`src/radar_trace_clutter_filter_defines.svh`:
```
// Assertion macros shared by the clutter filter modules.
`ifndef RADAR_TRACE_CLUTTER_FILTER_DEFINES_SVH
`define RADAR_TRACE_CLUTTER_FILTER_DEFINES_SVH

// Same-cycle implication, checked out of reset.
`define RTCF_CHK_IMPLY(lbl, ante, cons, msg) \
	lbl: assert property (@(posedge clk) disable iff (!arst_n) (ante) |-> (cons)) else $error(msg);

// Next-cycle implication, checked out of reset.
`define RTCF_CHK_NEXT(lbl, ante, cons, msg) \
	lbl: assert property (@(posedge clk) disable iff (!arst_n) (ante) |=> (cons)) else $error(msg);

`endif

```
`src/rtcf_pkg.sv`:
```
// Shared constants, register codes and config bundle for the clutter filter.
`timescale 1ns / 1ps
package rtcf_pkg;
	localparam int MAX_SAMPLES_DEF = 64;
	localparam int SAMPLE_BITS_DEF = 16;

	// Weights are in sixteenths.
	localparam int WT_FULL  = 16;
	localparam int WT_ROUND = 8;
	localparam int WT_SHIFT = 4;

	localparam int WT_W       = 5;
	localparam int BGW_W      = 8;
	localparam int LEN_CFG_W  = 7;
	localparam int CFG_IDX_W  = 2;
	localparam int CFG_DATA_W = 8;

	localparam int LP_RESET  = 8;
	localparam int AVG_RESET = 8;
	localparam int BGW_RESET = 16;
	localparam int LEN_RESET = 64;

	typedef enum logic [CFG_IDX_W-1:0] {
		CFG_LP_WEIGHT  = 2'd0,
		CFG_AVG_WEIGHT = 2'd1,
		CFG_BG_WINDOW  = 2'd2,
		CFG_TRACE_LEN  = 2'd3
	} cfg_idx_t;

	// Effective (saturated) settings seen by the back end.
	typedef struct packed {
		logic [WT_W-1:0]  lp_weight;
		logic [WT_W-1:0]  avg_weight;
		logic [BGW_W-1:0] bg_window;
	} back_cfg_t;
endpackage

```
`src/rtcf_front.sv`:
```
// Front end: takes sample beats, writes the trace bank, sums, posts finished traces.
`timescale 1ns / 1ps
module rtcf_front #(
	parameter int SB    = 16,
	parameter int MAX   = 64,
	parameter int IDX_W = 6,
	parameter int LEN_W = 7,
	parameter int SUM_W = 22
) (
	input  logic                              clk,
	input  logic                              arst_n,
	input  logic                              start,
	input  logic signed [SB-1:0]              sample,
	input  logic [rtcf_pkg::LEN_CFG_W-1:0]    trace_length,
	input  logic                              q_full,
	output logic                              busy,
	output logic                              buf_we,
	output logic [IDX_W:0]                    buf_addr,
	output logic signed [SB-1:0]              buf_data,
	output logic                              push,
	output logic                              push_bank,
	output logic [LEN_W-1:0]                  push_len,
	output logic signed [SUM_W-1:0]           push_sum
);
	import rtcf_pkg::*;

	logic                    bank_q;
	logic [LEN_W-1:0]        cnt_q, cnt_nx, eff_len;
	logic signed [SUM_W-1:0] sum_q, sum_nx;
	logic                    accept, trace_done;

	// Clamp configured length to 1..MAX
	always_comb begin
		if (trace_length == '0)
			eff_len = LEN_W'(1);
		else if (trace_length > LEN_CFG_W'(MAX))
			eff_len = LEN_W'(MAX);
		else
			eff_len = LEN_W'(trace_length);
	end

	assign accept     = start && !q_full;
	assign busy       = q_full;
	assign cnt_nx     = cnt_q + 1'b1;
	assign sum_nx     = sum_q + SUM_W'(sample);
	assign trace_done = cnt_nx >= eff_len;

	assign buf_we   = accept;
	assign buf_addr = {bank_q, cnt_q[IDX_W-1:0]};
	assign buf_data = sample;

	assign push      = accept && trace_done;
	assign push_bank = bank_q;
	assign push_len  = cnt_nx;
	assign push_sum  = sum_nx;

	always_ff @(posedge clk or negedge arst_n) begin
		if (!arst_n) begin
			bank_q <= 1'b0;
			cnt_q  <= '0;
			sum_q  <= '0;
		end else if (accept) begin
			if (trace_done) begin
				bank_q <= ~bank_q;
				cnt_q  <= '0;
				sum_q  <= '0;
			end else begin
				cnt_q <= cnt_nx;
				sum_q <= sum_nx;
			end
		end
	end
endmodule

```
`config.mk`:
```
export PLATFORM = sky130hd
export DESIGN_NAME = rtcf_front
export DESIGN_NICKNAME = d
export VERILOG_FILES = /design/src/radar_trace_clutter_filter_defines.svh /design/src/rtcf_pkg.sv /design/src/rtcf_front.sv
export SDC_FILE = /design/constraint.sdc
export NUM_CORES = 1
export LEC_CHECK = 0
export BUFFER_PORTS_ARGS = -buffer_cell sky130_fd_sc_hd__buf_4
export CAP_MARGIN = 20
export CORE_MARGIN = 2
export CORE_UTILIZATION = 56
export DETAILED_ROUTE_END_ITERATION = 8
export PLACE_DENSITY_LB_ADDON = 0.12
export RECOVER_POWER = 100
export SETUP_SLACK_MARGIN = 0.15
export SYNTH_ARGS = -nofsm -noshare
export SYNTH_HDL_FRONTEND = slang
export SYNTH_SLANG_ARGS = --single-unit
```
`constraint.sdc`:
```
create_clock -name clk -period 5.1 [get_ports clk]
set_input_delay 0.255 -clock clk [delete_from_list [all_inputs] [get_ports clk]]
set_output_delay 0.255 -clock clk [all_outputs]
set_load 0.02 [all_outputs]
```
Yosys cells after proc, flatten, opt, wreduce, memory -nomap -nowiden
Cells that the tools add are included.
- add/sub/neg operators: 2
- $mul: 0
- divide/modulo/power cells: 0
- magnitude comparators: 2
- equal/unequal tests: 0
- shifts and indexed selects: 0
- mux-type cells: 4
- bitwise operators: 1
- reductions and logical operators: 5
- operator list (cell ; number):
    $add 22x16->22 ; 1
    $mux 22 ; 1
    $mux 7 ; 3
    $add 7x1->7 const B ; 1
    $ge 7x7->1 ; 1
    $gt 7x7->1 const B ; 1
    $logic_not 7->1 ; 1
    $logic_and 1x1->1 ; 2
    $reduce_and 2->1 ; 1
    $logic_not 1->1 ; 1
    $not 1->1 ; 1
- register bits: 30
- bits in latches: 0
- RAM bits: 0
- ROM bits: 0
- input port bits: 27
- output and inout port bits: 56
- logic and storage cells: 17
- memories: 0

Longest topological paths before layout
Gate-level depths: netlist of the first run.
- depth after elaboration: 5
- mapped depth: 11
- gate-level depth less buffers: 11

Worst setup path after synthesis of the first run
OpenSTA, ideal clock, no wires.
- path type: reg-to-reg
- from: register cnt_q[0]
- to: register sum_q[13]
- setup time: 0.121 ns
- arrival: 2.533 ns
- required time: 4.979 ns
- path slack: 2.446 ns
- stages on the path, launching flop included: 11
- buffers on the path: 1
- clock period less this slack: 2.654 ns
- cell sequence: dfrtp_1 ha_1 nand3_1 nor2_1 xor2_1 ha_1 o211ai_1 o31ai_1 nor2_1 buf_2 a22o_1
- word-level cells in the longest chain between the ends: 3
- ends and longest elaborated chain (what ; line ; source):
    start, declared ; rtcf_front.sv:28 ; logic [LEN_W-1:0] cnt_q, cnt_nx, eff_len;
    start signal, assigned ; rtcf_front.sv:68 ; cnt_q <= cnt_nx;
    $add 7x1->7 ; rtcf_front.sv:44 ; assign cnt_nx = cnt_q + 1'b1;
    net push_len[6] ; rtcf_front.sv:22 ; output logic [LEN_W-1:0] push_len,
    $ge 7x7->1 ; rtcf_front.sv:46 ; assign trace_done = cnt_nx >= eff_len;
    $mux 22 ; rtcf_front.sv:63 ; if (trace_done) begin
    end signal, assigned ; rtcf_front.sv:69 ; sum_q <= sum_nx;
    end, declared ; rtcf_front.sv:29 ; logic signed [SUM_W-1:0] sum_q, sum_nx;
The timed path passes the listed nets, and every way through them passes these cells.
A chain may end at the register's enable or synchronous reset.

Final worst setup path of the first run
- from: register sum_q[2]
- to: output push_sum[19]
- word-level cells in the longest chain between the ends: 1
- ends and longest elaborated chain (what ; line ; source):
    $add 22x16->22 ; rtcf_front.sv:45 ; assign sum_nx = sum_q + SUM_W'(sample);
    end, declared ; rtcf_front.sv:23 ; output logic signed [SUM_W-1:0] push_sum
No other way between the ends.

==> results of run 1 <==
-- registers in the layout, indices dropped and copies added, names as in the netlist --
name	count
cnt_q	7
sum_q	22
push_bank	1
-- worst register-to-register path, delay by kind of cell (launching register included) --
kind	cells	cell delay (ns)
and+or+nand+nor	4	1.35
adders and majority gates	2	0.54
AOI/OAI and AO/OA	3	0.43
DFF	1	0.41
buffers and inverters	1	0.26
xor gates and xnor gates	1	0.25
-- kinds of logic (layout without fill, tap and decap cells) --
family	count (synthesis)	after routing	synth area share (%)
mux	1	1	0.426
simple gates	87	87	14.3
buf+inv	41	101	9.65
xor+xnor	23	23	7.61
flops	30	30	28.4
fa+ha+maj	30	30	14.5
compound gates	96	96	25.2
-- through the flow --
| stage | hold slack (ns) | instance area (um2) | utilization (%) | setup WS (ns) |
|---|---|---|---|---|
| after floorplan | -0.0406 | 2650 | - | 2.45 |
| after global placement | 0.209 | 3120 | 67.4 | 2.03 |
| after detailed placement | 0.215 | 3120 | 67.4 | 1.92 |
| after CTS | 0.424 | 3220 | 69.6 | 1.83 |
| after global routing | 0.483 | 3000 | 64.8 | 1.39 |
| final | 0.405 | 3000 | 64.8 | 1.75 |
-- cell type report --
class / count / area (um2) / share of cell area (%)
clock buffers: 7 / 86.3 / 2.88
clock inverters: 1 / 5.00 / 0.167
inverters: 8 / 30.0 / 1.00
multi-input cells: 237 / 1620 / 54.2
flip-flops and latches: 30 / 751 / 25.0
well taps: 54 / 67.6 / 2.25
repair buffers: 85 / 434 / 14.5
-- power breakdown --
| group | internal (mW) | total, mW | leakage (nW) | switching [mW] |
|---|---|---|---|---|
| clock | 0.109 | 0.211 | 0.0482 | 0.102 |
| sequential | 0.337 | 0.411 | 0.378 | 0.0735 |
| combinational | 0.516 | 1.44 | 0.990 | 0.921 |
| total | 0.963 | 2.06 | 1.42 | 1.10 |
-- per-layer routing --
| layer | track usage (%) | part of all wire [%] | vias up |
|---|---|---|---|
| li1 | - | - | 1203 |
| met1 | 33.6 | 46 | 1147 |
| met2 | 39.2 | 48 | 72 |
| met3 | 4.01 | 4.9 | 7 |
| met4 | 8.64 | 1.1 | 0 |
| met5 | 0 | 0 | - |
-- how the worst min path moves through the flow --
stage	depth (start not counted)	from	end
final	4	sample[0]	sum_q[0]
after global routing	4	sample[0]	sum_q[0]
after global placement	1	arst_n	sum_q[15]
after floorplan	0	arst_n	cnt_q[0]
after detailed placement	1	arst_n	sum_q[15]
after CTS	4	sample[0]	sum_q[0]
-- layout by cell type (no fill, tap or decap), types with 2 or more instances in the layout --
cell type  count
a211oi_1       4
a21o_1        10
a21oi_1       14
a22o_1        12
a31oi_1        7
and2_1         4
buf_4         29
clkbuf_1      56
clkbuf_8       6
dfrtp_1       30
ha_1          29
inv_1          8
nand2_1       41
nand2b_1       2
nand3_1       10
nand4_1        2
nor2_1        21
nor3_1         2
o21a_1         3
o21ai_0       24
o21ai_1        2
o21bai_1       4
o31a_1         2
o31ai_1        3
xnor2_1       11
xor2_1        12
-- what timing repair did --
item,4_1_cts,5_1_grt
endpoints found under the hold margin,30,0
endpoints found under the setup margin,0,0
hold buffers,1,0
==> flow_summary.ini, run 1 <==
[power]
total_power_mw = 2.06
p_leak_nw = 1.42
vdd_drop_max_mv = 0.359
power_density_mw_per_mm2 = 687

[worst_setup_path]
path_delay_family = compound AO/OA/AOI/OAI gates
critical_path_class = reg2out
crit_path_cell_trace = ha_1 -> o21ai_1 -> o31ai_1 -> a21oi_1 -> o21ai_0 -> a31oi_1 -> xnor2_1 -> clkbuf_1
cp_num_buf_inv = 1
critPathRequiredTime_ns = 4.85
cp_data_arrival_time_ns = 3.10
slowest_stage = o21ai_0
reg2reg_slack_ns = 1.75
cp-endpoint = push_sum[19]
reg2reg_depth = 11
worstReg2RegEnd = sum_q[21]
end_kind = primary output
cp_num_cells = 8
cpPeakStageDelay_ns = 0.55
cp_max_fo = 5
regToRegStartpoint = cnt_q[0]
critPathLaunch = sum_q[2]
start_kind = flip-flop

[synthesis]
postSynthAreaPerCell_um2 = 8.59
synth_nets = 365
async_reset_ff_share_pct = 100
synthTopCellsByArea = dfrtp_1 28%, ha_1 14%, buf_4 6.8%
synth_seq_area_share_pct = 28.4
synth-main-ff-cell = dfrtp_1
syn_inst = 308
synth_edf_count = 0
synth_warnings = 0
synth.most_common_cell = nand2_1
yosys-top-cells-count = 41 x nand2_1, 30 x dfrtp_1, 29 x ha_1
yosysTopAreaCellShare_pct = 28.4
synth_area_mm2 = 0.00265
synth_area_leader_cell = dfrtp_1
ys_ff_latch = 30
yosys.cell_types.count = 46

[floorplan]
die_height_um = 72.7
initial_utilization_pct = 57.2
fp.coreArea_mm2 = 0.00463
die_w_um = 72.7
die_area_mm2 = 0.00529
pin_count = 83
rows = 25

[cts]
postCtsSetupBuffers = 0
cts_buffers = 5
cts_buffer_depth = 2
cts-root-buf = clkbuf_8
cts.sinks = 30
cts-htree-levels = 2
clk_latency_ns = 0.29
ctsResizeCount = 0
cts_tree = done
clkTransAtPathRegs_ns = 0.07

[sta]
clock_skew_ns = 0.00693
finalHoldViolations = 0
rsz0062_at_grt = no
maxSlewViolCount = 31
fin_crit_sh_pct = 65.7
fin_crit_ns = 3.35
slew_headroom_pct = -11.8
fmax_mhz = 298
setup_viol = 0
worst_pin_slew_ns = 1.68
setup_tns_ns = 0

[final_layout]
nNetsFinal = 424
nFillCells = 461
finalNonFillerCells = 422
syn_to_final_growth_pct = 13.3
antennaDiodeCount = 0
final_layout_size_suffix_gt1_share_pct = 11.4

[route]
drc_errors = 0
wl_mm = 6.31
wl_per_cell_um = 15.0
drt_iter0_markers = 124
dr.pass1.iters = 4
routed_via_density = 5.76
ant_nets = 0
num_vias = 2429

[job]
maxCapViolCount = 1

[grt]
grt_start_max_net_pins = 33
grt_use_total_pct = 24.5
antenna_found_initial = 0
grt_pass1_vias = 2276
gr-total-overflow = 0
grt_pass1_wl_mm = 10.3

[placement]
io_buffers = 82
placed_cells = 413
place_hpwl_mm = 4.66
gp_congestion = 0.888

[run_status]
violations = capacitance limit, slew limit
status = finished with violations

[worst_hold_path]
min_path_type = in2reg
Note: power is estimated with default switching activity, not from simulation.
==> run 2, diff against run 1 <==
ABC_AREA = 1   (was default)
CORE_UTILIZATION = 54   (was 56)
clock period = 3.2 ns   (was 5.1 ns; I/O delays follow)
==> run 2 against run 1 <==
  * Largest power group unchanged
  * Largest cell class unchanged
  * First-iteration DRC count is 61% higher
  * Clock-buffer cell count fell by 1
  * Utilization rose by 0.25 points
  * Area after synthesis increased by 20%
  * The flow still finishes with violations (capacitance limit, slew limit)
  * Cell count is 47% higher
==> flow_summary.ini, run 2 <==
[cts]
cts-root-buf = clkbuf_8
clkTransAtPathRegs_ns = 0.08
cts.sinks = 30
cts-htree-levels = 2
cts_tree = done
clk_latency_ns = 0.29
cts_buffer_depth = 2
cts_buffers = 5

[worst_setup_path]
reg2reg_depth = 12
cp-endpoint = push
start_kind = flip-flop
slowest_stage = dfrtp_1
critical_path_class = reg2out
crit_path_cell_trace = ha_1 -> nand3_1 -> nor3_1 -> xor2_1 -> ha_1 -> a21oi_1 -> o21a_1 -> nand3_1 -> nand2_1 -> inv_1 -> clkbuf_2
cpPeakStageDelay_ns = 0.41
critPathRequiredTime_ns = 3.04
cp_max_fo = 9
critPathLaunch = cnt_q[0]
worstReg2RegEnd = sum_q[14]
regToRegStartpoint = cnt_q[0]
cp_data_arrival_time_ns = 2.69
reg2reg_slack_ns = 0.45
end_kind = primary output

[placement]
io_buffers = 82
dp_slack_ns = 0.497
place_hpwl_mm = 6.12
placed_cells = 612
gp_congestion = 0.928

[synthesis]
yosys.cell_types.count = 30
synth_area_mm2 = 0.00317
synth-main-ff-cell = dfrtp_1
synth_edf_count = 0
synth_area_leader_cell = dfrtp_1
synth_seq_area_share_pct = 23.7
yosys-top-cells-count = 180 x nand2_1, 66 x inv_1, 39 x nand3_1
yosysTopAreaCellShare_pct = 23.7
postSynthAreaPerCell_um2 = 6.52
synth_warnings = 0
synth_nets = 544
synth.most_common_cell = nand2_1
syn_inst = 487
ys_ff_latch = 30
async_reset_ff_share_pct = 100
synthTopCellsByArea = dfrtp_1 24%, nand2_1 21%, ha_1 11%

[run_status]
status = finished with violations
violations = capacitance limit, slew limit

[grt]
grt_pass1_wl_mm = 13.1
gr-total-overflow = 0
grt_use_total_pct = 25.7
antenna_found_initial = 0
grt_pass1_vias = 2985
grt_start_max_net_pins = 31

[sta]
maxSlewViolCount = 31
worst_pin_slew_ns = 1.75
finalHoldViolations = 0
slew_headroom_pct = -16.5
clock_skew_ns = 0.0133
setup_tns_ns = 0
fin_ws_ns = 0.355
fin_crit_sh_pct = 88.9
setup_viol = 0
fin_crit_ns = 2.85
rsz0062_at_grt = no
fmax_mhz = 351

[power]
p_sw_mw = 2.10
seq_power_share_pct = 17.2
p_int_mw = 1.76
vdd_drop_max_mv = 0.633
clkPwrFrac_pct = 12.7
combPwrFrac_pct = 70.1
p_leak_nw = 2.09
power_density_mw_per_mm2 = 1070
sw_frac_of_total_pct = 54.4

[final_layout]
largest-register = sum_q
finalNonFillerCells = 621
nFillCells = 581
syn_to_final_growth_pct = 14.2
final_common_cell = nand2_1
antennaDiodeCount = 0
largest_reg_flops = 22
layout_common_cells = 180 x nand2_1, 66 x inv_1, 48 x clkbuf_1
final_layout_size_suffix_gt1_share_pct = 12.2
nNetsFinal = 605

[floorplan]
die_area_mm2 = 0.00651
die_w_um = 80.7
rows = 27
pin_count = 83
fp.coreArea_mm2 = 0.00557
die_height_um = 80.7
initial_utilization_pct = 56.9

[route]
dr.pass1.iters = 4
wl_per_cell_um = 12.7
drc_errors = 0
num_vias = 3121
drt_iter0_markers = 200
wl_mm = 7.90
routed_via_density = 5.03
ant_nets = 0

[worst_hold_path]
min_path_type = in2reg

[job]
maxCapViolCount = 1
==> run 2: per-layer routing <==
| layer | wire length [um] | share of wire [%] | GRT usage (%) |
|---|---|---|---|
| met1 | 3530 | 45 | 31.6 |
| met2 | 3830 | 48 | 45.7 |
| met3 | 442 | 5.6 | 4.16 |
| met4 | 93 | 1.2 | 7.80 |
| met5 | 0 | 0 | 0 |
==> run 2: how the worst min path moves through the flow <==
stage | slack (ns) | depth (start not counted) | end | from
after detailed placement | 0.13 | 1 | sum_q[9] | arst_n
after CTS | 0.30 | 4 | sum_q[6] | q_full
after global routing | 0.36 | 4 | sum_q[0] | sample[0]
final | 0.34 | 4 | sum_q[0] | sample[0]
after global placement | 0.12 | 1 | sum_q[9] | arst_n
after floorplan | -0.14 | 0 | cnt_q[0] | arst_n
==> run 2: through the flow <==
stage,power [mW],hold slack [ns],utilization (%),instance area [um2]
after floorplan,2.72,-0.136,-,3170
after global placement,3.56,0.118,65.9,3670
after detailed placement,3.60,0.128,65.9,3670
after CTS,4.12,0.300,68.7,3830
after global routing,4.22,0.363,65.0,3620
final,3.86,0.340,65.0,3620
==> run 2: cells by family (layout without fill, tap and decap cells) <==
group,Yosys count,count (layout),share of synthesized area (%)
simple gates,275,275,37.9
buf+inv,100,162,15.1
compound gates,34,34,5.84
fa+ha+maj,30,30,12.1
flops,30,30,23.7
xor+xnor,18,18,5.44
==> run 2: final cells by class <==
type                    instances  area, um2  area share [%]
multi-input cells             357       1920            53.1
clock buffers                   6       82.6            2.28
well taps                      72       90.1            2.49
inverters                      69        259            7.15
flip-flops and latches         30        751            20.7
clock inverters                 2       60.1            1.66
repair buffers                 85        458            12.6
==> run 2: power by group through the flow <==
stage	sequential (mW)	combinational, mW	clock [mW]
2_1_floorplan	0.646	2.07	0
3_3_place_gp	0.664	2.90	0
3_5_place_dp	0.669	2.93	0
4_1_cts	0.665	2.95	0.501
5_1_grt	0.683	3.03	0.515
6_report	0.666	2.70	0.490
==> run 2: critical path, delay by kind of cell, from the launching register on <==
kind                     cells  cell delay, ns
AND/OR/NAND/NOR              4            0.72
adder cells (fa/ha/maj)      2            0.50
flip-flops                   1            0.41
AO/OA/AOI/OAI                2            0.29
XOR/XNOR                     1            0.26
buffers and inverters        2            0.20
==> run 2: repair_timing <==
action                                  in CTS  in global routing
resized for setup                            0                  1
endpoints found under the setup margin       0                  1
hold endpoints to repair                    30                  0
setup buffers                                0                  0
hold buffers                                 1                  0
==> run 3, diff against run 2 <==
RECOVER_POWER = default   (was 100)
==> run 3 against run 2 <==
  * The flow now finishes without violations
  * Power rose by 6.7%
  * Worst hold slack worse by 0.031 ns
  * Sequential power about the same
  * Largest power group unchanged
  * Design area is 5.8% higher
  * Die area unchanged
  * Sequential cell count stayed put
  * Largest cell class unchanged
  * Via count is 0.74% lower
  * Critical path type unchanged
  * Clock power is essentially flat
  * Sequential share of layout area down 1.1 points
  * Worst setup slack improved by 0.085 ns
  * First-iteration DRC count down 26%
==> flow_summary.ini, run 3 (same netlist as run 2, synthesis figures left out) <==
[placement]
place_hpwl_mm = 6.12
dp_slack_ns = 0.497
io_buffers = 82
placed_cells = 612
gp_congestion = 0.928

[worst_setup_path]
critPathRequiredTime_ns = 3.04
cp_num_buf_inv = 2
worst_path_most_repeated_cell = ha_1
crit_path_cell_trace = ha_1 -> nand3_1 -> nor3_1 -> xor2_1 -> ha_1 -> a21oi_1 -> o21a_1 -> nand3_2 -> nand2_1 -> inv_1 -> buf_4
path_delay_family = simple AND/OR/NAND/NOR gates
cp_num_cells = 11
slowest_stage = dfrtp_1
reg2reg_depth = 12
end_kind = primary output
cp_max_fo = 9
cp_data_arrival_time_ns = 2.60
start_kind = flip-flop
critical_path_class = reg2out
cpPeakStageDelay_ns = 0.41

[cts]
cts.sinks = 30
clk_latency_ns = 0.29
cts_buffers = 5
postCtsSetupBuffers = 0
cts_tree = done
cts_buffer_depth = 2
cts-htree-levels = 2
clkTransAtPathRegs_ns = 0.07
cts-root-buf = clkbuf_8

[sta]
fin_crit_ns = 2.76
finalHoldViolations = 0
setup_tns_ns = 0
worst_pin_slew_ns = 0.825
rsz0062_at_grt = no
whs_ns = 0.309
setup_viol = 0
maxSlewViolCount = 0
clock_skew_ns = 0.0108
fin_crit_sh_pct = 86.3
slew_headroom_pct = 44.9
fin_ws_ns = 0.439
fmax_mhz = 362

[floorplan]
die_height_um = 80.7
die_area_mm2 = 0.00651
initial_utilization_pct = 56.9
pin_count = 83
fp.coreArea_mm2 = 0.00557
die_w_um = 80.7
rows = 27

[final_layout]
final_common_cell = nand2_1
largest_reg_flops = 22
finalNonFillerCells = 621
layout_common_cells = 180 x nand2_1, 84 x buf_4, 66 x inv_1
antennaDiodeCount = 0
largest-register = sum_q
nNetsFinal = 605
syn_to_final_growth_pct = 20.8
final_layout_size_suffix_gt1_share_pct = 22.2

[power]
p_int_mw = 2.00
vdd_drop_max_mv = 0.662
sw_frac_of_total_pct = 51.5
seq_power_share_pct = 16.2
p_sw_mw = 2.12
combPwrFrac_pct = 71.9
power_density_mw_per_mm2 = 1070
total_power_mw = 4.12
p_leak_nw = 2.29
clkPwrFrac_pct = 11.9

[grt]
antenna_found_initial = 0
gr-total-overflow = 0
grt_pass1_vias = 2985
grt_use_total_pct = 25.7
grt_pass1_wl_mm = 13.1
grt_start_max_net_pins = 31

[route]
ant_nets = 0
num_vias = 3098
wl_per_cell_um = 12.7
dr.pass1.iters = 4
routed_via_density = 4.99
wl_mm = 7.90
drt_iter0_markers = 148
drc_errors = 0

[job]
maxCapViolCount = 0

[worst_hold_path]
hold_depth = 4
min_path_type = in2reg

[run_status]
status = finished clean
==> run 3: area by class of cell <==
cell class              count  area [um2]
fillers                   532        1740
well taps                  72        90.1
multi-input cells         357        1950
inverters                  69         259
clock inverters             2        60.1
repair buffers             85         641
clock buffers               6        82.6
flip-flops and latches     30         751
==> run 3: path summary, 6_finish.rpt <==
path / from / endpoint / slack (ns)
setup / recovery: cnt_q[0] / push / 0.44
hold / removal: q_full / sum_q[3] / 0.31
setup reg to reg: cnt_q[0] / sum_q[14] / 0.54
hold reg to reg: sum_q[19] / sum_q[19] / 0.49
max in group asynchronous: arst_n / sum_q[17] / 2.55
min in group asynchronous: arst_n / sum_q[6] / 0.34
==> run 3: metal layers <==
layer	up-vias	global-route usage [%]	share of wire [%]
met3	9	4.16	5.2
met5	-	0	0
met2	78	45.7	49
met1	1391	31.6	45
li1	1620	-	-
met4	0	7.80	1.2
==> run 3: power by group through the flow <==
stage                     sequential, mW  combinational, mW  clock (mW)
after floorplan                    0.646               2.07           0
after global placement             0.664               2.90           0
after detailed placement           0.669               2.93           0
after CTS                          0.665               2.95       0.501
after global routing               0.684               3.28       0.515
final                              0.668               2.96       0.491
==> run 3: worst min-delay path: stages <==
cell	delay (ns)
buf_4	0.09
nor2_2	0.14
nand2_1	0.11
o21ai_0	0.06
==> run 3: timing repair <==
action,4_1_cts,5_1_grt
endpoints found under the setup margin,0,1
hold buffers,1,0
hold endpoints to repair,30,0
gates resized for setup,0,1
==> run 3: metrics by stage <==
step                      area (um2)  util [%]
final                           3830      68.8
after global routing            3830      68.8
after CTS                       3830      68.7
after detailed placement        3670      65.9
after global placement          3670      65.9
after floorplan                 3170         -
