### config.mk
export PLATFORM = sky130hd
export DESIGN_NAME = rtcf_queue
export DESIGN_NICKNAME = d
export VERILOG_FILES = /design/src/rtcf_pkg.sv /design/src/rtcf_queue.sv
export VERILOG_INCLUDE_DIRS = /design/src /design/src/src
export SDC_FILE = /design/constraint.sdc
export NUM_CORES = 1
export LEC_CHECK = 0
export ABC_AREA = 1
export BUFFER_PORTS_ARGS = -buffer_cell sky130_fd_sc_hd__buf_2
export CAP_MARGIN = 15
export CORE_ASPECT_RATIO = 1.5
export CORE_MARGIN = 4
export CORE_UTILIZATION = 50
export CTS_CLUSTER_DIAMETER = 150
export CTS_CLUSTER_SIZE = 30
export DETAILED_ROUTE_END_ITERATION = 16
export GPL_TIMING_DRIVEN = 0
export HOLD_SLACK_MARGIN = 0.15
export PLACE_DENSITY = 0.76
export SLEW_MARGIN = 10
export SYNTH_ARGS = -nofsm -noshare
export SYNTH_HDL_FRONTEND = slang
export SYNTH_SLANG_ARGS = --single-unit
### constraint.sdc
create_clock -name clk -period 3 [get_ports clk]
set_input_delay 0.6 -clock clk [delete_from_list [all_inputs] [get_ports clk]]
set_output_delay 0.6 -clock clk [all_outputs]
set_load 0.01 [all_outputs]
### src/radar_trace_clutter_filter_defines.svh
// Assertion macros shared by the clutter filter modules.
`ifndef RADAR_TRACE_CLUTTER_FILTER_DEFINES_SVH
`define RADAR_TRACE_CLUTTER_FILTER_DEFINES_SVH

// Same-cycle implication, checked out of reset.
`define RTCF_CHK_IMPLY(lbl, ante, cons, msg) \
	lbl: assert property (@(posedge clk) disable iff (!arst_n) (ante) |-> (cons)) else $error(msg);

// Next-cycle implication, checked out of reset.
`define RTCF_CHK_NEXT(lbl, ante, cons, msg) \
	lbl: assert property (@(posedge clk) disable iff (!arst_n) (ante) |=> (cons)) else $error(msg);

`endif

### src/rtcf_pkg.sv
// Shared constants, register codes and config bundle for the clutter filter.
`timescale 1ns / 1ps
package rtcf_pkg;
	localparam int MAX_SAMPLES_DEF = 64;
	localparam int SAMPLE_BITS_DEF = 16;

	// Weights are in sixteenths.
	localparam int WT_FULL  = 16;
	localparam int WT_ROUND = 8;
	localparam int WT_SHIFT = 4;

	localparam int WT_W       = 5;
	localparam int BGW_W      = 8;
	localparam int LEN_CFG_W  = 7;
	localparam int CFG_IDX_W  = 2;
	localparam int CFG_DATA_W = 8;

	localparam int LP_RESET  = 8;
	localparam int AVG_RESET = 8;
	localparam int BGW_RESET = 16;
	localparam int LEN_RESET = 64;

	typedef enum logic [CFG_IDX_W-1:0] {
		CFG_LP_WEIGHT  = 2'd0,
		CFG_AVG_WEIGHT = 2'd1,
		CFG_BG_WINDOW  = 2'd2,
		CFG_TRACE_LEN  = 2'd3
	} cfg_idx_t;

	// Effective (saturated) settings seen by the back end.
	typedef struct packed {
		logic [WT_W-1:0]  lp_weight;
		logic [WT_W-1:0]  avg_weight;
		logic [BGW_W-1:0] bg_window;
	} back_cfg_t;
endpackage

### src/rtcf_queue.sv
// Two-entry job queue between front end and back end.
`timescale 1ns / 1ps
`include "radar_trace_clutter_filter_defines.svh"
module rtcf_queue #(
	parameter int W = 30
) (
	input  logic         clk,
	input  logic         arst_n,
	input  logic         push,
	input  logic [W-1:0] push_data,
	input  logic         pop,
	output logic [W-1:0] head,
	output logic         empty,
	output logic         full
);
	import rtcf_pkg::*;

	logic [W-1:0] ent_q [2];
	logic         wr_q, rd_q;
	logic [1:0]   cnt_q;

	always_ff @(posedge clk or negedge arst_n) begin
		if (!arst_n) begin
			wr_q  <= 1'b0;
			rd_q  <= 1'b0;
			cnt_q <= '0;
		end else begin
			if (push) wr_q <= ~wr_q;
			if (pop)  rd_q <= ~rd_q;
			cnt_q <= cnt_q + {1'b0, push} - {1'b0, pop};
		end
	end

	always_ff @(posedge clk) begin
		if (push) ent_q[wr_q] <= push_data;
	end

	assign head  = ent_q[rd_q];
	assign empty = cnt_q == 2'd0;
	assign full  = cnt_q == 2'd2;

	`RTCF_CHK_IMPLY(a_no_push_full, push, !full, "push into full queue")
	`RTCF_CHK_IMPLY(a_no_pop_empty, pop, !empty, "pop from empty queue")
	`RTCF_CHK_IMPLY(a_cnt_range, 1'b1, cnt_q != 2'd3, "queue count out of range")
endmodule

== Word level (Yosys, flattened, before mapping) ==
Memories as Yosys holds them, arrays and structs flattened.
Index checks and enable logic that the tools add are counted.
Word-level totals
  bits in registers: 4
  RAM bits: 60
  bits of input ports: 34
  logic and storage cells: 12
  memories kept: 1
Cells by class
  add/sub/neg operators: 2
  equality and inequality tests: 1
  muxes and demuxes: 2
  bitwise operators: 2
  reduce and logical (&&, ||, !) cells: 1
Memory list
  ent_q: depth 2, width 30, rd ports 1, clocked after Yosys merged registers in 0, wr ports 1, RTL line rtcf_queue.sv:18  | logic [W-1:0] ent_q [2];
Operators by type and width (count)
  2-bit by 1-bit adder with 2-bit output: 1
  2-bit == test, second input constant: 1
  2-bit logical NOT: 1
  1-bit 2-to-1 mux: 2
  1-bit NOT: 2
  2-bit by 1-bit subtractor with 2-bit output: 1

== Depth between registers and ports, before layout ==
Gate-level depths: netlist (run 1).
  depth after elaboration: 2
  mapped depth: 7
  depth with buffers taken out: 7

== Worst setup path before layout (run 1) ==
No wires, ideal clock.
  path kind: input -> register
  start point: in push
  end point: mem ent_q[0][0] (enable)
  library setup time: 0.418 ns
  arrival: 1.906 ns
  required time: 2.582 ns
  setup slack: 0.677 ns
  stages on the path: 2
  path buffers: 0
  path through: inv_1 -> nor2_1
On the way
  word-level cells in the longest chain between the ends: 2
Ends and longest elaborated chain
  from (decl): RTL line rtcf_queue.sv:9  | input logic push,
  1-bit 2-to-1 mux: RTL line rtcf_queue.sv:35  | if (push) ent_q[wr_q] <= push_data;
  1-bit 2-to-1 mux (not written as such): RTL line rtcf_queue.sv:35
  to (decl): RTL line rtcf_queue.sv:18
Every way passes these cells.

== Worst setup path in the final report (run 1) ==
  start point: reg rd_q
  end point: out head[0]
On the way
  word-level cells in the longest chain between the ends: 1
Ends and longest elaborated chain
  from (decl): RTL line rtcf_queue.sv:19  | logic wr_q, rd_q;
  from (signal assigned): RTL line rtcf_queue.sv:29  | if (pop) rd_q <= ~rd_q;
  memory read 2 x 30 bit
  to (decl): RTL line rtcf_queue.sv:12  | output logic [W-1:0] head,
Every way passes these cells.

==> results of run 1 <==
power by group:
group          switching (W)  total (W)  internal [W]
clock network       0.000272   0.000562      0.000291
logic               0.000639    0.00110      0.000463
registers          0.0000544    0.00125       0.00119
path summary, 6_finish.rpt:
kind,slack [ps],end,from
min in group asynchronous,630,cnt_q[0],arst_n
hold / removal,470,ent_q[0][23],push_data[23]
setup reg to reg,1490,ent_q[1][26],wr_q
setup / recovery,1130,head[0],rd_q
hold reg to reg,550,wr_q,wr_q
max in group asynchronous,2250,rd_q,arst_n
kinds of logic after synthesis:
logic type,after synthesis,share of synthesized area
flip-flops,64,0.7436
AO/OA/AOI/OAI,30,0.09393
XOR/XNOR,2,0.006851
adder cells (fa/ha/maj),2,0.009783
AND/OR/NAND/NOR,40,0.05920
buffers and inverters,44,0.08659
routing by layer:
| metal | vias to the layer above | wire length, um | track usage | part of all wire |
|---|---|---|---|---|
| met5 | - | 0 | 0 | 0 |
| met4 | 0 | 70 | 0.07119 | 0.016 |
| met3 | 7 | 230 | 0.04363 | 0.054 |
| met2 | 40 | 2391 | 0.2635 | 0.56 |
| met1 | 704 | 1567 | 0.1556 | 0.37 |
| li1 | 767 | - | - | - |
critical path, delay by kind of cell (launching register included):
| kind | cells | cell delay, ps |
|---|---|---|
| AO/OA/AOI/OAI | 1 | 140 |
| buffers and inverters | 3 | 440 |
| flip-flops | 1 | 370 |
state kept, by name, summed over array words and instances, names as in the netlist:
name / flops
ent_q: 60
rd_q: 1
cnt_q: 2
wr_q: 1
synth_stat cells:
cell      instances  area share
o21ai_2          24       0.082
xor2_1            2      0.0069
nand3_1           1      0.0020
inv_1            37       0.054
ha_1              2      0.0098
o21ai_1           6       0.012
nor2_1            3      0.0044
nand2_1          36       0.053
dfrtp_1           4       0.039
buf_6             6       0.026
edfxtp_1         60        0.70
buf_8             1      0.0059
stage by stage:
| stage | total power, W | std cells | TNS (ps) |
|---|---|---|---|
| after floorplan | 0.001967 | 182 | 0 |
| after global placement | 0.002319 | 313 | -6306 |
| after CTS | 0.002959 | 331 | 0 |
| after global routing | 0.003103 | 331 | 0 |
| final | 0.002910 | 331 | 0 |
| after detailed placement | 0.002394 | 315 | 0 |
area by class of cell:
cell class                      instances  area (um2)
Clock inverter                          2       7.507
Sequential cell                        64        1902
Clock buffer                           13       138.9
Multi-Input combinational cell         74       441.7
Tap cell                               66       82.58
Inverter                               37       138.9
Fill cell                             382        1703
Buffer                                  7       82.58
Timing Repair Buffer                   68       390.4
==> run_results.csv, run 1 <==
group,metric,value,unit
final_layout,area_growth,24.51,%
final_layout,final_area,0.003184,mm2
grt,antenna_found_initial,0,
cts,clk_latency,320,ps
worst_hold_path,hold_class,"primary input to register",
setup_path,cp_max_fo,10,
final_layout,diodes,0,
cts,cts_root_buf,"clkbuf_8",
sta,finClkSkew,3.367,ps
synth,synth.distinct_cells,12,
setup_path,cp-start-kind,"register",
final_layout,final_common_cell,"buf_2",
grt,grt_pass1_vias,1507,
sta,rsz0062_at_grt,"no",
place,dp_hpwl,3.057,mm
floorplan,fp.dieH,95.59,um
synth,ys_seq_elements,64,
detailed_routing,remaining_drc_errors,0,
synth,synth_fp_nets,218,
setup_path,worstPathCellList,"buf_6, buf_6, o21ai_2, buf_2",
place,pre_cts_slack,1181,ps
flow_run,cap_violations,0,
detailed_routing,routedWlPerCell,12.87,um
synth,netlist_area,0.002557,mm2
detailed_routing,drt-total-wl,4.259,mm
setup_path,critPathRequiredTime,2400,ps
synth,syn_area_per_cell,14.05,um2
place,gp_congestion,0.7222,
sta,period_minus_slack,1871,ps
setup_path,crit_type,"register to output pin",
floorplan,rows,31,
detailed_routing,antenna_left,0,
setup_path,path_common_cell,"buf_6",
cts,clk_pin_slew,60,ps
floorplan,core,0.004887,mm2
power_and_ir_drop,p_leak,1.401,nW
detailed_routing,vias,1518,
final_layout,final_util,0.6516,
setup_path,r2r_cells,3,
power_and_ir_drop,power_density,913.9,mW/mm2
setup_path,cp_slowest_cell,"dfrtp_1",
floorplan,ioPinCount,66,
cts,hold_buffers,1,
cts,clk_path_buf_depth,2,
run_status,status,"finished, final reports clean",
floorplan,die_x,66.40,um
detailed_routing,viasPerCell,4.586,
grt,grt_use_total,0.1476,
sta,max_freq,534.4,MHz
setup_path,end_kind,"output pin",
cts,cts_resized,0,
setup_path,critPathArrivalTime,1270,ps
sta,slew_viol_final,0,
synth,synth-warning-count,0,
sta,finalCritPeriodShare,0.6238,
sta,setup_ws,1129,ps
sta,slew_headroom,0.5657,
floorplan,initial_core_util,0.5233,
sta,finalSetupViolCount,0,
sta,worst_slew_pin_slew,650.7,ps
final_layout,final_cell_mix,"65 x buf_2, 60 x edfxtp_1, 37 x inv_1",
setup_path,slowest_delay,370,ps
sta,hold_violations,0,
final_layout,drive_above_1_share,0.4075,
final_layout,nets,297,
power_and_ir_drop,ir_worst_vdd,0.5842,mV
sta,hold-worst-slack,465.5,ps
cts,cts_sinks,64,
floorplan,die-area,0.006347,mm2
cts,cts_buffers,9,
cts,htreeDepth,3,
cts,cts_tree,"built",
grt,grt_pass1_wl,6.734,mm
place,port_buffers,65,
cts,post_cts_buffers,0,
detailed_routing,drt-initial-drc-count,65,
grt,gr-total-overflow,0,
place,placed_area,0.003028,mm2
detailed_routing,dr.pass1.iters,4,
worst_hold_path,whs_path_depth,1,
grt,grt_max_degree,18,
synth,synthCells,182,
synth,ys_seq_area_frac,0.7436,
Power figures use the tool's default switching activity.
==> run 2: changes to the inputs <==
--- a/config.mk
+++ b/config.mk
@@ -6,18 +6,18 @@
 export SDC_FILE = /design/constraint.sdc
 export NUM_CORES = 1
 export LEC_CHECK = 0
-export ABC_AREA = 1
+export ABC_AREA = 0
 export BUFFER_PORTS_ARGS = -buffer_cell sky130_fd_sc_hd__buf_2
 export CAP_MARGIN = 15
 export CORE_ASPECT_RATIO = 1.5
 export CORE_MARGIN = 4
-export CORE_UTILIZATION = 50
+export CORE_UTILIZATION = 46
 export CTS_CLUSTER_DIAMETER = 150
 export CTS_CLUSTER_SIZE = 30
 export DETAILED_ROUTE_END_ITERATION = 16
 export GPL_TIMING_DRIVEN = 0
 export HOLD_SLACK_MARGIN = 0.15
-export PLACE_DENSITY = 0.76
+export PLACE_DENSITY = 0.74
 export SLEW_MARGIN = 10
 export SYNTH_ARGS = -nofsm -noshare
 export SYNTH_HDL_FRONTEND = slang
==> constraint.sdc (replaced) <==
create_clock -name clk -period 1.7 [get_ports clk]
set_input_delay 0.34 -clock clk [delete_from_list [all_inputs] [get_ports clk]]
set_output_delay 0.34 -clock clk [all_outputs]
set_load 0.01 [all_outputs]
==> run 2 against run 1 <==
  * The flow now finishes with violations (setup timing)
  * Via count decreased by 21%
  * Clock-buffer cell count decreased by 2
  * Setup slack got worse by 1200 ps
  * Critical path type unchanged
==> run_results.csv, run 2 <==
group,metric,value,unit
run_status,status,"complete, but fails checks",
run_status,violations,"setup timing",
final_layout,drive_above_1_share,0.6021,
cts,clk_latency,330,ps
synth,synthAdderAreaFrac,0.01056,
synth,netlist_area,0.002370,mm2
synth,synthTopCellsByCount,"60 x edfxtp_1, 30 x mux2_2, 4 x dfrtp_1",
place,dp.cells,239,
sta,period_minus_slack,1742,ps
final_layout,reg.largest.list,"ent_q: 60 flops, cnt_q: 2 flops",
final_layout,instances_no_fill,257,
setup_path,cp-start-kind,"register",
synth,synth-compound-area-share,0,
synth,synthCells,108,
synth,synth_edf_count,60,
synth,synth.distinct_cells,11,
cts,htreeDepth,3,
detailed_routing,dr.pass1.iters,4,
sta,setup-tns-final,-697.9,ps
synth,synthTopCellsByArea,"edfxtp_1 76%, mux2_2 14%, dfrtp_1 4.2%, buf_6 1.4%, ha_1 1.1%",
sta,hold_violations,0,
final_layout,largest_register,"ent_q",
grt,grt_pass1_wl,5.906,mm
cts,clk_path_buf_depth,2,
sta,finalSetupViolCount,24,
grt,antenna_found_initial,0,
detailed_routing,routed-wl-met3,234,um
setup_path,critPathArrivalTime,1400,ps
detailed_routing,vias,1203,
place,port_buffers,65,
cts,post_cts_buffers,0,
worst_hold_path,hold_class,"primary input to register",
detailed_routing,m1WireLength,1.335,mm
sta,slew_viol_final,0,
detailed_routing,drt-total-wl,3.946,mm
grt,grt_pass1_vias,1268,
synth,yosysTopAreaCellShare,0.7603,
floorplan,fp.dieH,95.91,um
power_and_ir_drop,power_density,1592,mW/mm2
setup_path,critPathRequiredTime,1360,ps
detailed_routing,viasPerCell,4.681,
grt,grt_max_degree,31,
sta,finalCritPeriodShare,1.025,
final_layout,final_area,0.003010,mm2
grt,gr-total-overflow,0,
final_layout,final_cell_mix,"60 x edfxtp_1, 60 x buf_2, 25 x mux2_2",
synth,syn_area_per_cell,21.94,um2
cts,cts_tree,"built",
floorplan,core,0.004926,mm2
detailed_routing,route.top_layer_used,"met4",
detailed_routing,drt-initial-drc-count,73,
synth,yosys_most_used_dff,"edfxtp_1",
sta,worst_slew_pin_slew,880.1,ps
detailed_routing,routedWlPerCell,15.35,um
floorplan,rows,31,
place,dp_hpwl,2.675,mm
setup_path,crit_type,"register to output pin",
final_layout,diodes,0,
final_layout,area_growth,27.03,%
sta,rsz0062_at_grt,"yes",
floorplan,initial_core_util,0.4811,
floorplan,die-area,0.006388,mm2
floorplan,die_x,66.61,um
sta,max_freq,574.2,MHz
setup_path,end_kind,"output pin",
synth,synth_fp_nets,144,
sta,setup_ws,-41.69,ps
sta,slew_headroom,0.4120,
synth,synth_xor_area_frac,0.01742,
flow_run,cap_violations,0,
detailed_routing,antenna_left,0,
floorplan,ioPinCount,66,
final_layout,largest_register_ffs,60,
power_and_ir_drop,ir_worst_vdd,1.305,mV
sta,finClkSkew,7.936,ps
synth,yosys.area.top_type,"edfxtp_1",
synth,muxShareOfSynthArea,0.1426,
power_and_ir_drop,p_leak,1.192,nW
synth,ys_seq_area_frac,0.8025,
synth,yosysMostFrequentCell,"edfxtp_1",
synth,synth-warning-count,0,
detailed_routing,dr_wl_met2,2.300,mm
synth,async_flop_share,0.06250,
grt,grt_use_total,0.1342,
power_and_ir_drop,p_total,0.004792,W
setup_path,cp_max_fo,10,
synth,synth_simple_gate_area_frac,0.009504,
cts,clk_pin_slew,70,ps
synth,synth_top_family_by_area,"multiplexers",
cts,cts_sinks,64,
place,gp_congestion,0.6506,
final_layout,nets,222,
place,placed_area,0.002786,mm2
detailed_routing,remaining_drc_errors,0,
synth,ys_seq_elements,64,
cts,cts_buffers,9,
cts,cts_root_buf,"clkbuf_8",
-- run 2: cell count changes after synthesis, moves of 2 or more --
cell | previous run | this run
buf_6 | 6 | 3
o21ai_2 | 24 | 0
nand2_1 | 36 | 0
inv_1 | 37 | 2
nor2_1 | 3 | 1
nor2b_1 | 0 | 2
o21ai_1 | 6 | 0
mux2_2 | 0 | 30
-- run 2: worst paths after layout --
kind | start | endpoint | slack [ps] | cells past startpoint
max | rd_q | head[20] | -40 | 3
min | push_data[11] | ent_q[1][11] | 200 | 1
max reg2reg | wr_q | ent_q[0][6] | 180 | 1
min reg2reg | wr_q | wr_q | 540 | 1
max in group asynchronous | arst_n | rd_q | 1210 | 2
min in group asynchronous | arst_n | cnt_q[1] | 350 | 2
-- run 2: area by class of cell --
type,count,area (um2)
timing repair buffer,67,374.1
inverter,2,7.507
tap,66,82.58
sequential,64,1903
multi-input combinational,39,454.2
fill,395,1916
clock inverter,5,23.77
buffer,3,33.78
clock buffer,11,131.4
-- run 2: worst max-delay path: stages, from the launching register on --
cell	delay (ps)
dfrtp_2	420
buf_6	170
mux2_2	340
buf_2	140
-- run 2: routing by layer --
metal | global-route usage | up-vias
li1 | - | 575
met1 | 0.1257 | 585
met2 | 0.2409 | 37
met3 | 0.05374 | 6
met4 | 0.07627 | 0
met5 | 0 | -
-- run 2: where the power goes --
group | switching, W | total, W | leakage [nW] | internal [W]
sequential | 0.000124 | 0.00223 | 0.609 | 0.00211
clock | 0.000504 | 0.00102 | 0.0843 | 0.000513
combinational | 0.000727 | 0.00154 | 0.499 | 0.000815
-- run 2: cells by family (layout without fill, tap and decap cells) --
kind of cell	after synthesis	in the layout
adders and majority gates	2	2
buffers and inverters	5	88
DFF	64	64
xor gates and xnor gates	3	3
muxes	30	30
and+or+nand+nor	4	4
-- run 2: timing repair --
item / 4_1_cts / 5_1_grt
hold buffers: 1 / 0
gates resized for setup: 12 / 0
pin swaps: 0 / 0
cloned: 1 / 0
endpoints found under the setup margin: 29 / 29
endpoints found under the hold margin: 4 / 0
-- run 2: metrics by stage --
step | utilization | hold WS (ps) | setup WS, ps
final | 0.6111 | 197.1 | -41.69
after global routing | 0.6111 | 179.2 | -112.8
after CTS | 0.6111 | 178.0 | -75.72
after detailed placement | 0.5657 | 153.1 | 76.68
after global placement | 0.5644 | 146.3 | -329.8
after floorplan | - | 44.41 | 89.80
==> run 3: changes to the inputs <==
--- a/config.mk
+++ b/config.mk
@@ -11,13 +11,14 @@
 export CAP_MARGIN = 15
 export CORE_ASPECT_RATIO = 1.5
 export CORE_MARGIN = 4
-export CORE_UTILIZATION = 46
+export CORE_UTILIZATION = 45
 export CTS_CLUSTER_DIAMETER = 150
 export CTS_CLUSTER_SIZE = 30
 export DETAILED_ROUTE_END_ITERATION = 16
+export GPL_ROUTABILITY_DRIVEN = 0
 export GPL_TIMING_DRIVEN = 0
 export HOLD_SLACK_MARGIN = 0.15
-export PLACE_DENSITY = 0.74
+export PLACE_DENSITY = 0.73
 export SLEW_MARGIN = 10
 export SYNTH_ARGS = -nofsm -noshare
 export SYNTH_HDL_FRONTEND = slang
==> run 3 against run 2 <==
  * The flow still finishes with violations (setup timing)
  * Critical path depth unchanged
  * Routed wire length is 6.9% higher
  * Clock skew fell by 0.74 ps
  * Fmax down 1.3%
  * Clock power increased by 19%
==> run_results.csv, run 3 (synthesis gave the netlist of run 2 again) <==
group,metric,value,unit
floorplan,die_x,67.25,um
setup_path,critPathRequiredTime,1360,ps
sta,setup_ws,-63.82,ps
detailed_routing,drt-total-wl,4.218,mm
place,placed_area,0.002803,mm2
place,pre_cts_slack,-31.07,ps
place,port_buffers,65,
grt,antenna_found_initial,0,
cts,cts_tree,"built",
sta,period_minus_slack,1764,ps
setup_path,slowest_delay,440,ps
final_layout,drive_above_1_share,0.6166,
detailed_routing,dr.pass1.iters,4,
sta,rsz0062_at_grt,"yes",
setup_path,critPathArrivalTime,1420,ps
setup_path,end_kind,"output pin",
detailed_routing,antenna_left,0,
floorplan,core,0.005125,mm2
setup_path,r2r_cells,1,
final_layout,final_cell_mix,"60 x edfxtp_1, 60 x buf_2, 25 x mux2_2",
cts,clk_pin_slew,70,ps
run_status,status,"complete, but fails checks",
grt,grt_use_total,0.1445,
setup_path,cp_max_fo,10,
setup_path,worstPathCellList,"buf_6, mux2_2, buf_2",
detailed_routing,viasPerCell,4.728,
floorplan,fp.dieH,96.88,um
setup_path,crit_family,"flip-flops",
setup_path,rr_endpoint,"ent_q[0][18]",
grt,grt_pass1_vias,1453,
detailed_routing,remaining_drc_errors,0,
power_and_ir_drop,power_density,1639,mW/mm2
floorplan,initial_core_util,0.4624,
power_and_ir_drop,p_leak,1.212,nW
cts,cts_sinks,64,
final_layout,nets,224,
final_layout,reg.largest.list,"ent_q: 60 flops, cnt_q: 2 flops",
grt,gr-total-overflow,0,
grt,grt_pass1_wl,6.699,mm
setup_path,cp-start-kind,"register",
place,dp_hpwl,2.945,mm
detailed_routing,vias,1234,
sta,finClkSkew,7.199,ps
cts,cts_buffers,9,
final_layout,area_growth,29.46,%
sta,slew_headroom,0.4187,
power_and_ir_drop,ir_worst_vdd,1.036,mV
setup_path,crit_type,"register to output pin",
final_layout,final_area,0.003068,mm2
floorplan,die-area,0.006515,mm2
cts,clk_latency,330,ps
setup_path,cp_num_buf_inv,2,
sta,finalSetupViolCount,28,
setup_path,reg2reg_slack,170,ps
final_layout,largest_register_ffs,60,
grt,grt_max_degree,31,
cts,htreeDepth,3,
power_and_ir_drop,p_total,0.005029,W
final_layout,diodes,0,
setup_path,timing.rr.start,"wr_q",
setup_path,path_depth,3,
sta,worst_slew_pin_slew,870.2,ps
sta,finalCritPeriodShare,1.038,
detailed_routing,routedWlPerCell,16.16,um
setup_path,endpoint,"head[12]",
sta,slew_viol_final,0,
floorplan,rows,32,
cts,clk_path_buf_depth,2,
cts,cts_root_buf,"clkbuf_8",
setup_path,cp_slowest_cell,"dfrtp_2",
floorplan,ioPinCount,66,
final_layout,largest_register,"ent_q",
run_status,violations,"setup timing",
setup_path,startpoint,"rd_q",
sta,hold_violations,0,
flow_run,cap_violations,0,
sta,max_freq,567.0,MHz
worst_hold_path,hold_class,"primary input to register",
detailed_routing,drt-initial-drc-count,36,
[run 3: power by group]
part	internal, W	switching [W]
clock	0.000669	0.000538
sequential	0.00211	0.000130
combinational	0.000844	0.000742
total	0.00362	0.00141
[run 3: worst min path at each step]
stage | from | endpoint | slack [ps] | cells past startpoint
final | push_data[0] | ent_q[0][0] | 200 | 1
after global routing | push_data[25] | ent_q[0][25] | 170 | 1
after CTS | push_data[4] | ent_q[1][4] | 180 | 1
after detailed placement | arst_n | rd_q | 150 | 1
after global placement | arst_n | rd_q | 150 | 1
after floorplan | arst_n | cnt_q[0] | 40 | 0
[run 3: timing repair]
item | 4_1_cts | 5_1_grt
endpoints found under the setup margin | 39 | 30
hold endpoints to repair | 4 | 0
setup buffers | 1 | 0
hold buffers | 1 | 0
resized for setup | 13 | 0
cloned | 1 | 0
[run 3: cell type report]
type / count / area, um2
inverter: 2 / 7.507
clock buffer: 10 / 127.6
buffer: 3 / 33.78
sequential: 64 / 1903
multi-input combinational: 39 / 454.2
clock inverter: 6 / 60.06
fill: 445 / 2057
timing repair buffer: 69 / 396.6
tap: 68 / 85.08
[run 3: stage by stage]
stage	instances	utilization	TNS, ps	hold WS [ps]
4_1_cts	261	0.5986	-1697	177.2
5_1_grt	261	0.5986	-3017	170.7
2_1_floorplan	108	-	0	44.41
3_5_place_dp	242	0.5469	-430.3	154.3
3_3_place_gp	241	0.5430	-15650	146.9
6_report	261	0.5986	-1215	201.0
[run 3: per-layer routing]
| layer | routed length [um] | GRT usage |
|---|---|---|
| met3 | 230 | 0.05110 |
| met2 | 2477 | 0.2538 |
| met1 | 1416 | 0.1421 |
| met5 | 0 | 0 |
| met4 | 94 | 0.07500 |
